--- config.mk ---
export PLATFORM = sky130hd
export DESIGN_NAME = dsq_ram
export DESIGN_NICKNAME = d
export VERILOG_FILES = /design/src/hw/rtl/dsq_ram.sv
export SDC_FILE = /design/constraint.sdc
export NUM_CORES = 1
export LEC_CHECK = 0
export BUFFER_PORTS_ARGS = -buffer_cell sky130_fd_sc_hd__buf_2
export CAP_MARGIN = 20
export CORE_MARGIN = 5
export CORE_UTILIZATION = 25
export CTS_BUF_LIST = sky130_fd_sc_hd__clkbuf_16
export DETAILED_ROUTE_END_ITERATION = 7
export GPL_TIMING_DRIVEN = 0
export PLACE_DENSITY = 0.42
export SETUP_SLACK_MARGIN = 0.2
export SYNTH_ARGS = -nofsm -noshare
export SYNTH_HDL_FRONTEND = slang
export SYNTH_SLANG_ARGS = --single-unit
--- constraint.sdc ---
create_clock -name clk -period 4 [get_ports clk]
set_clock_uncertainty 0.05 [all_clocks]
set_input_delay 0.2 -clock clk [delete_from_list [all_inputs] [get_ports clk]]
set_output_delay 0.2 -clock clk [all_outputs]
set_load 0.02 [all_outputs]
--- src/hw/rtl/dsq_ram.sv ---
// Generic single-clock RAM: one write port, one read port, registered read.
// No dependencies.
`default_nettype none

module dsq_ram #(
    parameter int WIDTH = 8,
    parameter int DEPTH = 16
) (
    input  wire logic                     clk,
    input  wire logic                     we,
    input  wire logic [$clog2(DEPTH)-1:0] waddr,
    input  wire logic [WIDTH-1:0]         wdata,
    input  wire logic                     re,
    input  wire logic [$clog2(DEPTH)-1:0] raddr,
    output logic      [WIDTH-1:0]         rdata
);

    logic [WIDTH-1:0] mem [DEPTH];

    always_ff @(posedge clk)
    begin
        if (we)
            mem[waddr] <= wdata;
    end

    always_ff @(posedge clk)
    begin
        if (re)
            rdata <= mem[raddr];
    end

endmodule

`default_nettype wire

==> impl_results.md, run 1 <==
- PnR Total Power: approximately 3.4 mW
- VDD IR max: 0.293 mV
- Setup TNS: 0 ns
- Vias in the first global route: approximately 2,500
- Synth Net Count: 248
- CP Launch Type: register
- # IOs: 27
- Setup CP Type: register to register
- First-pass GRT wire length: 16,400 µm
- Pwr per Cell Area: 541 mW/mm²
- Routability cong.: approximately 0.74
- Max cap viols: 0
- Fin nets: 296
- Reg clk slew, reported paths: 0.06 ns
- Worst Setup End Kind: register
- Tcrit/Tclk final: 43.2%
- Synth area leaders: edfxtp_1, mux4_2, mux4_1, a22oi_1, nor2_1
- CP Max Fanout: 1
- Post-synthesis sequential area ratio: 78.1%
- Cts hold-fix bufs: 0
- DIE HEIGHT: 155 µm
- TritonCTS clock tree: done
- Iter 0 DRT Violations: about 150
- Total global routing track utilization: between 9 and 10%
- Clk_lat worst skew: 0.42 ns
- H-Tree Depth: 4
- Fin crit period: 1.73 ns
- Placed Area: 0.00572 mm²
- Rel. slew slack: 41.8%
- Die width: ~150 µm
- Switching Power: 0.673 mW
- Reg power frac: 46.9%
- Core footprint: roughly 0.021 mm²
- Final Hold Fails: 0
- Syn Area/Cell: about 23 µm²
- Antenna-violating nets left: 0
- Via count: 2,427
- Yosys reg bits: 136
- Vias per cell: 4.30
- Post-cts sizing count: 0
- DRT Pass-1 Iters: 4
- Synthesized instance count: 229
- Dpl hpwl: between 7000 and 8000 µm
- Status: complete, no violations
- Setup repair bufs after CTS: 0
- Fin. max-slew vios: 0
- Hold_ws: around 0.062 ns
- Clk sinks: 136
- Ant diodes: 0
- Final setup viols: 0
- Worst EP arrival: 1.82 ns
- Leak: 2.08 nW
- Root Buffer: clkbuf_16
- Post-Route WL: 11,200 µm
- Comb pwr share: 4.8%
- Synth Cell Area: 0.00523 mm²
- Area grow syn2layout: 21.6%
- Final instance area: 0.00636 mm²
- Starting density of the core: approximately a quarter
- Worst Path Required: between 4 and 5 ns
- Unique cell type count in the Yosys netlist: 18
- Yosys top cell area share: between 70% and 80%
- Type of the most critical hold path: input pin to register
- Worst slew pin tran: just under 0.9 ns
- Largest net degree at the start of global routing: 17
- RSZ-0062 raised after global routing: false
- Synth area leader: edfxtp_1
- Net Sw Frac: approximately a fifth
- Share of layout cells above drive strength 1: a little under a third
- Port buffer count: 25
- Slack of the worst reg-to-reg path: 2.27 ns
- Drt drc: 0
- CTS Buffer Depth: 2
- Global route overflow: 0
- Die area: 0.0239 mm²
- Num rows: between 50 and 60
- Yosys warns: 0
- Clock share of power: about half
- Per-cell routed wire length: about 20 µm
- Max Fclk: between 500 and 600 MHz
- TritonCTS Buffers: 17
- Initial antenna violation count: 0
- Cell Int Power: 2.76 mW
## final timing paths
path              startpoint        to  cells past startpoint
setup reg to reg   mem[1][1]  rdata[1]                      3
setup / recovery   mem[1][1]  rdata[1]                      3
hold reg to reg   mem[14][3]  rdata[3]                      3
hold / removal            re  rdata[6]                      1
## cell families after synthesis
family / share of synthesized area, %
mux: 14.8
flops: 78.1
simple gates: 3.14
buf+inv: 1.65
compound gates: 2.30
## cell usage after synthesis
library cell     count
nor3_1               4
nand2b_1             2
nor2_1              13
mux4_2              18
buf_4                1
or3b_2               1
buf_2                3
nor2b_1              1
and2_1               1
nand3b_1             2
and2b_1              1
mux4_1              14
a22oi_1             16
clkdlybuf4s25_2      3
buf_6                3
nand3_1              1
nand2_1              9
edfxtp_1           136
## metrics by stage
stage | worst slack, ns | utilization (%) | cells
2_1_floorplan | 2.26 | - | 229
3_3_place_gp | 1.57 | 27.4 | 529
3_5_place_dp | 1.92 | 27.5 | 533
4_1_cts | 2.25 | 30.5 | 565
5_1_grt | 2.22 | 30.5 | 565
6_report | 2.27 | 30.5 | 565
## cell type report
| cell class | instances | area, µm² |
|---|---|---|
| Tap cell | 275 | 344 |
| Multi-Input combinational cell | 83 | 1060 |
| Clock inverter | 15 | 208 |
| Fill cell | 2043 | 14500 |
| Buffer | 10 | 86.3 |
| Sequential cell | 136 | 4080 |
| Clock buffer | 17 | 425 |
| Timing Repair Buffer | 29 | 153 |
## flip-flops by register name (all words and copies together) (netlist names)
| name | count |
|---|---|
| mem | 128 |
| rdata | 8 |
## metal layers
layer | vias to the layer above | GRT usage [%] | routed length (µm)
met1 | 1277 | 13.7 | 5160
met5 | - | 0 | 0
met2 | 60 | 14.5 | 5220
li1 | 1079 | - | -
met4 | 0 | 3.66 | 126
met3 | 11 | 3.22 | 691
## placed cells by master, fill, tap and decap left out
cell	n
a22oi_1	16
and2_1	1
and2b_1	1
buf_2	29
buf_4	4
buf_6	3
bufinv_16	5
clkbuf_16	17
clkdlybuf4s25_2	3
clkinv_1	2
clkinv_2	4
clkinvlp_4	4
edfxtp_1	136
mux4_1	14
mux4_2	18
nand2_1	9
nand2b_1	2
nand3_1	1
nand3b_1	2
nor2_1	13
nor2b_1	1
nor3_1	4
or3b_2	1
## power by group through the flow
| stage | logic, mW | registers (mW) | clock network (mW) |
|---|---|---|---|
| after floorplan | 0.0810 | 1.65 | 0 |
| after global placement | 0.167 | 1.64 | 0 |
| after detailed placement | 0.169 | 1.64 | 0 |
| after CTS | 0.170 | 1.61 | 1.69 |
| after global routing | 0.178 | 1.61 | 1.76 |
| final | 0.165 | 1.61 | 1.66 |
## worst max-delay path, stage by stage (launching register included)
cell and delay, ns:
edfxtp_1 0.35, mux4_1 0.54, a22oi_1 0.39, nand2_1 0.13
Note: power is estimated with default switching activity, not from simulation.
==> inputs of run 2 (changes only) <==
clock period = 1.79 ns   (was 4 ns; I/O delays follow)
==> impl_results.md, run 2 (same netlist as run 1, synthesis figures left out) <==
- Reg power frac: roughly 53%
- Net Sw Frac: 20.7%
- Slack of the worst reg-to-reg path: 0.19 ns
- First-pass GRT wire length: 16,600 µm
- Setup TNS: 0 ns
- Rel. slew slack: 38.0%
- Reg-to-reg endpoint: rdata[1]
- Worst Path Required: 1.90 ns
- Max cap viols: 0
- CP Max Fanout: 1
- Area grow syn2layout: 19.3%
- Leak: 2.01 nW
- Vias per cell: 4.27
- Largest net degree at the start of global routing: 17
- Num rows: 53
- Final setup viols: 0
- DRT Pass-1 Iters: 4
- Cell Int Power: between 5 and 6 mW
- Placed Cells: roughly 530
- Fin. max-slew vios: 0
- Global route overflow: 0
- Top flop regs: mem: 128 flops, rdata: 8 flops
- Tcrit/Tclk final: around nine tenths
- Worst EP arrival: 1.71 ns
- Cell breakdown of the critical path: mux4_1 -> a22oi_2 -> nand2_1
- Comb pwr share: 5.7%
- Setup CP Type: register to register
- Placed Area: around 0.0057 mm²
- Port buffer count: 25
- Fillers: approximately 2,100
- Vias in the first global route: 2,495
- Clock share of power: 41.5%
- Drt drc: 0
- Starting density of the core: 25.1%
- Crit path to: rdata[1]
- TritonCTS clock tree: done
- Final instance area: 0.00624 mm²
- Root Buffer: clkbuf_16
- Crit. path cell count: 3
- Top Family by Delay on Critical Path: multiplexers
- Commonest cells after routing, fill and taps aside: edfxtp_1, buf_2, mux4_2
- Die area: 0.0239 mm²
- Per-cell routed wire length: 20.4 µm
- Max Fclk: approximately 630 MHz
- Reg clk slew, reported paths: approximately 0.05 ns
- Switching Power: 1.41 mW
- Dpl hpwl: 7470 µm
- Setup repair bufs after CTS: 0
- VDD IR max: 0.652 mV
- Most flops, register: mem
- R2R Path Start: mem[1][1]
- Die width: ~150 µm
- Clk sinks: 136
- CP max stage delay: 0.57 ns
- Status: complete, no violations
- Crit path buf inv count: 0
- Initial antenna violation count: 0
- CP Launch Type: register
- Antenna-violating nets left: 0
- Core footprint: 0.0208 mm²
- Pwr per Cell Area: 1100 mW/mm²
- Via count: 2,395
- Ant diodes: 0
- Worst Setup End Kind: register
- H-Tree Depth: 4
- CTS Buffer Depth: 2
- Type of the most critical hold path: input pin to register
- Worst R2R Path Depth: 3
- RSZ-0062 raised after global routing: true
- Share of layout cells above drive strength 1: 31.8%
- # IOs: 27
- Fin nets: 295
- DIE HEIGHT: 155 µm
- TritonCTS Buffers: 17
- Total global routing track utilization: 10.0%
- Largest register FFs: 128
- Worst slew pin tran: 0.927 ns
- Routability cong.: 0.747
- Final non-filler cell total: 561
- Slowest cell on crit path: mux4_1
- CP startpoint: mem[1][1]
- Final Hold Fails: 0
- Iter 0 DRT Violations: around 160
- Fin crit period: 1.60 ns
- Clk_lat worst skew: 0.41 ns
- Commonest non-fill, non-tap cell in the layout: edfxtp_1
- Post-Route WL: ~11,000 µm
==> run 2: worst register-to-register path, delay by kind of cell, from the launching register on <==
kind	cells	cell delay [ns]
AO/OA/AOI/OAI	1	0.29
flip-flops	1	0.35
multiplexers	1	0.57
AND/OR/NAND/NOR	1	0.08
==> run 2: power groups by stage <==
| stage | clock network, mW | registers [mW] | logic, mW |
|---|---|---|---|
| 6_report | 2.84 | 3.61 | 0.392 |
| 3_3_place_gp | 0 | 3.67 | 0.377 |
| 2_1_floorplan | 0 | 3.69 | 0.181 |
| 3_5_place_dp | 0 | 3.67 | 0.383 |
| 5_1_grt | 3.08 | 3.61 | 0.421 |
| 4_1_cts | 2.90 | 3.61 | 0.390 |
==> run 2: metal layers <==
metal,vias up,global-route usage (%),wire length [µm]
met5,-,0,0
met4,0,3.07,151
met3,12,3.41,448
met2,48,14.2,5020
met1,1262,14.5,5820
li1,1073,-,-
==> run 2: area by class of cell <==
type                            count  area [µm²]  area share (%)
Clock inverter                     12        50.0           0.803
Multi-Input combinational cell     83        1100            17.6
Timing Repair Buffer               28         148            2.37
Buffer                             10        86.3            1.38
Clock buffer                       17         425            6.82
Tap cell                          275         344            5.52
Sequential cell                   136        4080            65.5
==> run 2: how the worst min path moves through the flow <==
stage | start | to | slack, ns | cells past startpoint
final | wdata[5] | mem[4][5] | 0.04 | 1
after global routing | wdata[4] | mem[2][4] | 0.03 | 1
after CTS | wdata[5] | mem[4][5] | 0.03 | 1
after detailed placement | re | rdata[4] | 0.38 | 1
after global placement | re | rdata[3] | 0.38 | 1
after floorplan | wdata[0] | mem[0][0] | 0.14 | 0
==> run 2: what timing repair did <==
item,in CTS,in global routing
gates resized for setup,3,9
endpoints found under the hold margin,8,0
endpoints found under the setup margin,7,7
pin swaps,1,3
hold buffers,1,0
==> run 2: metrics by stage <==
step / util [%] / power, mW / hold WS [ns] / setup WS (ns)
6_report: 29.9 / 6.84 / 0.0372 / 0.195
5_1_grt: 29.9 / 7.11 / 0.0313 / 0.164
4_1_cts: 29.9 / 6.90 / 0.0321 / 0.125
3_5_place_dp: 27.5 / 4.05 / 0.382 / -0.107
3_3_place_gp: 27.4 / 4.04 / 0.381 / -0.279
2_1_floorplan: - / 3.87 / 0.138 / 0.368
==> inputs of run 3 (changes only) <==
ABC_AREA = 1   (was not set)
==> impl_results.md, run 3 <==
- Switching Power: 1.70 mW
- R2R Path Start: mem[15][0]
- Synth area leaders: edfxtp_1, nand2_1, nand3_1, inv_1, buf_6
- Iter 0 DRT Violations: 291
- Ant diodes: 0
- Post-synthesis adder-cell area fraction: 0%
- Status: complete, no violations
- Die area: 0.0265 mm²
- H-Tree Depth: 4
- Net Sw Frac: 22.8%
- DIE HEIGHT: 163 µm
- Post-Route WL: 16,000 µm
- Synth Area in XOR/XNOR: 0%
- Fin. max-slew vios: 0
- Syn Area/Cell: roughly 11 µm²
- Slack of the worst reg-to-reg path: between 0.5 and 0.6 ns
- Unique cell type count in the Yosys netlist: 11
- RSZ-0062 raised after global routing: false
- Most flops, register: mem
- Complex-gate fraction of the synthesized area: 0%
- PnR Total Power: 7.45 mW
- Synth Net Count: 570
- Commonest cells after routing, fill and taps aside: nand2_1, edfxtp_1, inv_1
- Setup CP Type: input pin to register
- Root Buffer: clkbuf_16
- Synthesized instance count: around 550
- CP Launch Type: input pin
- Worst slew pin tran: 0.995 ns
- Commonest non-fill, non-tap cell in the layout: nand2_1
- CP Max Fanout: 8
- Post-synthesis sequential area ratio: 69.8%
- VDD IR max: ~0.34 mV
- Simple-gate share of the synthesized area: around a fifth
- EDFF count, synth: 136
- CP startpoint: waddr[3]
- Top flop regs: mem: 128 flops, rdata: 8 flops
- Via count: ~3,800
- Yosys reg bits: 136
- Largest register FFs: about 130
- Top_reg_cell synth: edfxtp_1
- Fin crit period: 1.29 ns
- Reg clk slew, reported paths: 0.06 ns
- Synth cell count leaders: nand2_1, edfxtp_1, inv_1, nand3_1, nor2_1
- Synth area leader: edfxtp_1
- Setup TNS: 0 ns
- Starting density of the core: 25.1%
- Crit path to: mem[5][5]
- GRT met2 Usage: 20.0%
- Type of the most critical hold path: input pin to register
- TritonCTS Buffers: 17
- Most instantiated library cell after synthesis: nand2_1
- Die width: 163 µm
- Pwr per Cell Area: 1070 mW/mm²
- Met3 global-route usage: 1.90%
- Largest net degree at the start of global routing: 17
- Tcrit/Tclk final: between 70% and 80%
- Num rows: 56
- Port buffer count: 23
- Drt drc: 0
- Routability cong.: 0.803
- Initial antenna violation count: 0
- Worst Setup End Kind: register
- Final setup viols: 0
- Global route overflow: 0
- Worst EP arrival: 1.27 ns
- GRT Max-Usage Layer: met2
- Comb pwr share: 6.7%
- Final Hold Fails: 0
- Vias per cell: 4.08
- Reg power frac: between 40% and 50%
- Clk_lat worst skew: between 0.4 and 0.5 ns
- DRT Pass-1 Iters: 5
- Setup repair bufs after CTS: 0
- Vias in the first global route: roughly 3,700
- Yosys top cell area share: 69.8%
- Core footprint: 0.0233 mm²
- Reg-to-reg endpoint: rdata[0]
- Share of layout cells above drive strength 1: 12.4%
- Met1 usage: 17.1%
- TritonCTS clock tree: done
- Synth Cell Area: 0.00585 mm²
- Final non-filler cell total: 926
- CTS Buffer Depth: 2
- Worst Path Required: 1.77 ns
- Rel. slew slack: between 30% and 40%
- FFs w/ async S/R, synth: 0%
- Leak: 2.90 nW
- Hold_ws: 0.0577 ns
- First-pass GRT wire length: roughly 24,000 µm
- Mux cell area share after synthesis: 0%
- Clock share of power: between 40 and 50%
- Total global routing track utilization: 12.5%
- Per-cell routed wire length: 17.3 µm
- Finished Core Util: 29.8%
- Yosys warns: 0
- Clk sinks: 136
- Area grow syn2layout: 18.6%
- # IOs: 27
- Placed Cells: 893
- Antenna-violating nets left: 0
- Dpl hpwl: 10,900 µm
- Fillers: 2,454
- Worst R2R Path Depth: 6
- Cell Int Power: ~5.7 mW
- Max Fclk: 774 MHz
- Largest family of logic cells by synthesized area: simple AND/OR/NAND/NOR gates
- Fin nets: ~600
- Max cap viols: 0
==> run 3: changes by cell type after synthesis, sizes merged, moves of 2 or more <==
cell	change
nand3	+96
inv	+102
nor3	-4
a22oi	-16
mux4	-32
nand2b	-2
nor2	+4
buf	+17
nand2	+164
clkdlybuf4s25	-3
==> run 3: kinds of logic (layout without fill, tap and decap cells) <==
| group | count (synthesis) | count (layout) |
|---|---|---|
| simple gates | 289 | 289 |
| flops | 136 | 136 |
| buf+inv | 126 | 182 |
==> run 3: worst max-delay path: stages <==
cell and delay [ns]:
buf_2 0.12, nand3b_1 0.25, nor2_1 0.80
==> run 3: power groups by stage <==
| stage | clock, mW | sequential [mW] | combinational [mW] |
|---|---|---|---|
| after floorplan | 0 | 3.69 | 0.251 |
| after global placement | 0 | 3.67 | 0.499 |
| after detailed placement | 0 | 3.67 | 0.503 |
| after CTS | 3.43 | 3.61 | 0.506 |
| after global routing | 3.56 | 3.61 | 0.545 |
| final | 3.35 | 3.60 | 0.495 |
==> run 3: routing by layer <==
layer,share of wire (%),vias up
met5,0,-
met3,3.1,14
li1,-,1872
met4,1.2,0
met1,48,1813
met2,47,76
==> run 3: stage by stage <==
step / area [µm²] / setup slack [ns]
final: 6930 / 0.498
after global placement: 6360 / 0.0704
after global routing: 6930 / 0.423
after CTS: 6930 / 0.488
after floorplan: 5850 / 0.700
after detailed placement: 6360 / 0.0396
==> run 3: how the worst min path moves through the flow <==
| stage | endpoint | depth (start not counted) | start | slack, ns |
|---|---|---|---|---|
| detailed placement | rdata[6] | 1 | re | 0.38 |
| floorplan | mem[0][0] | 0 | wdata[0] | 0.14 |
| CTS | mem[6][1] | 1 | wdata[1] | 0.05 |
| finish | mem[6][4] | 1 | wdata[4] | 0.06 |
| global route | mem[6][1] | 1 | wdata[1] | 0.06 |
| global placement | rdata[7] | 1 | re | 0.37 |
==> run 3: layout make-up <==
cell class                 instances  area [µm²]  share of cell area [%]
sequential                       136        4080                    58.9
buffer                            24         166                    2.40
tap                              319         399                    5.76
multi-input combinational        289        1210                    17.5
clock buffer                      17         425                    6.13
clock inverter                    15         138                    1.98
inverter                         102         383                    5.52
timing repair buffer              24         125                    1.80
==> run 3: repair_timing <==
action,CTS,global route
endpoints found under the hold margin,8,0
resized for setup,0,0
hold buffers,1,0
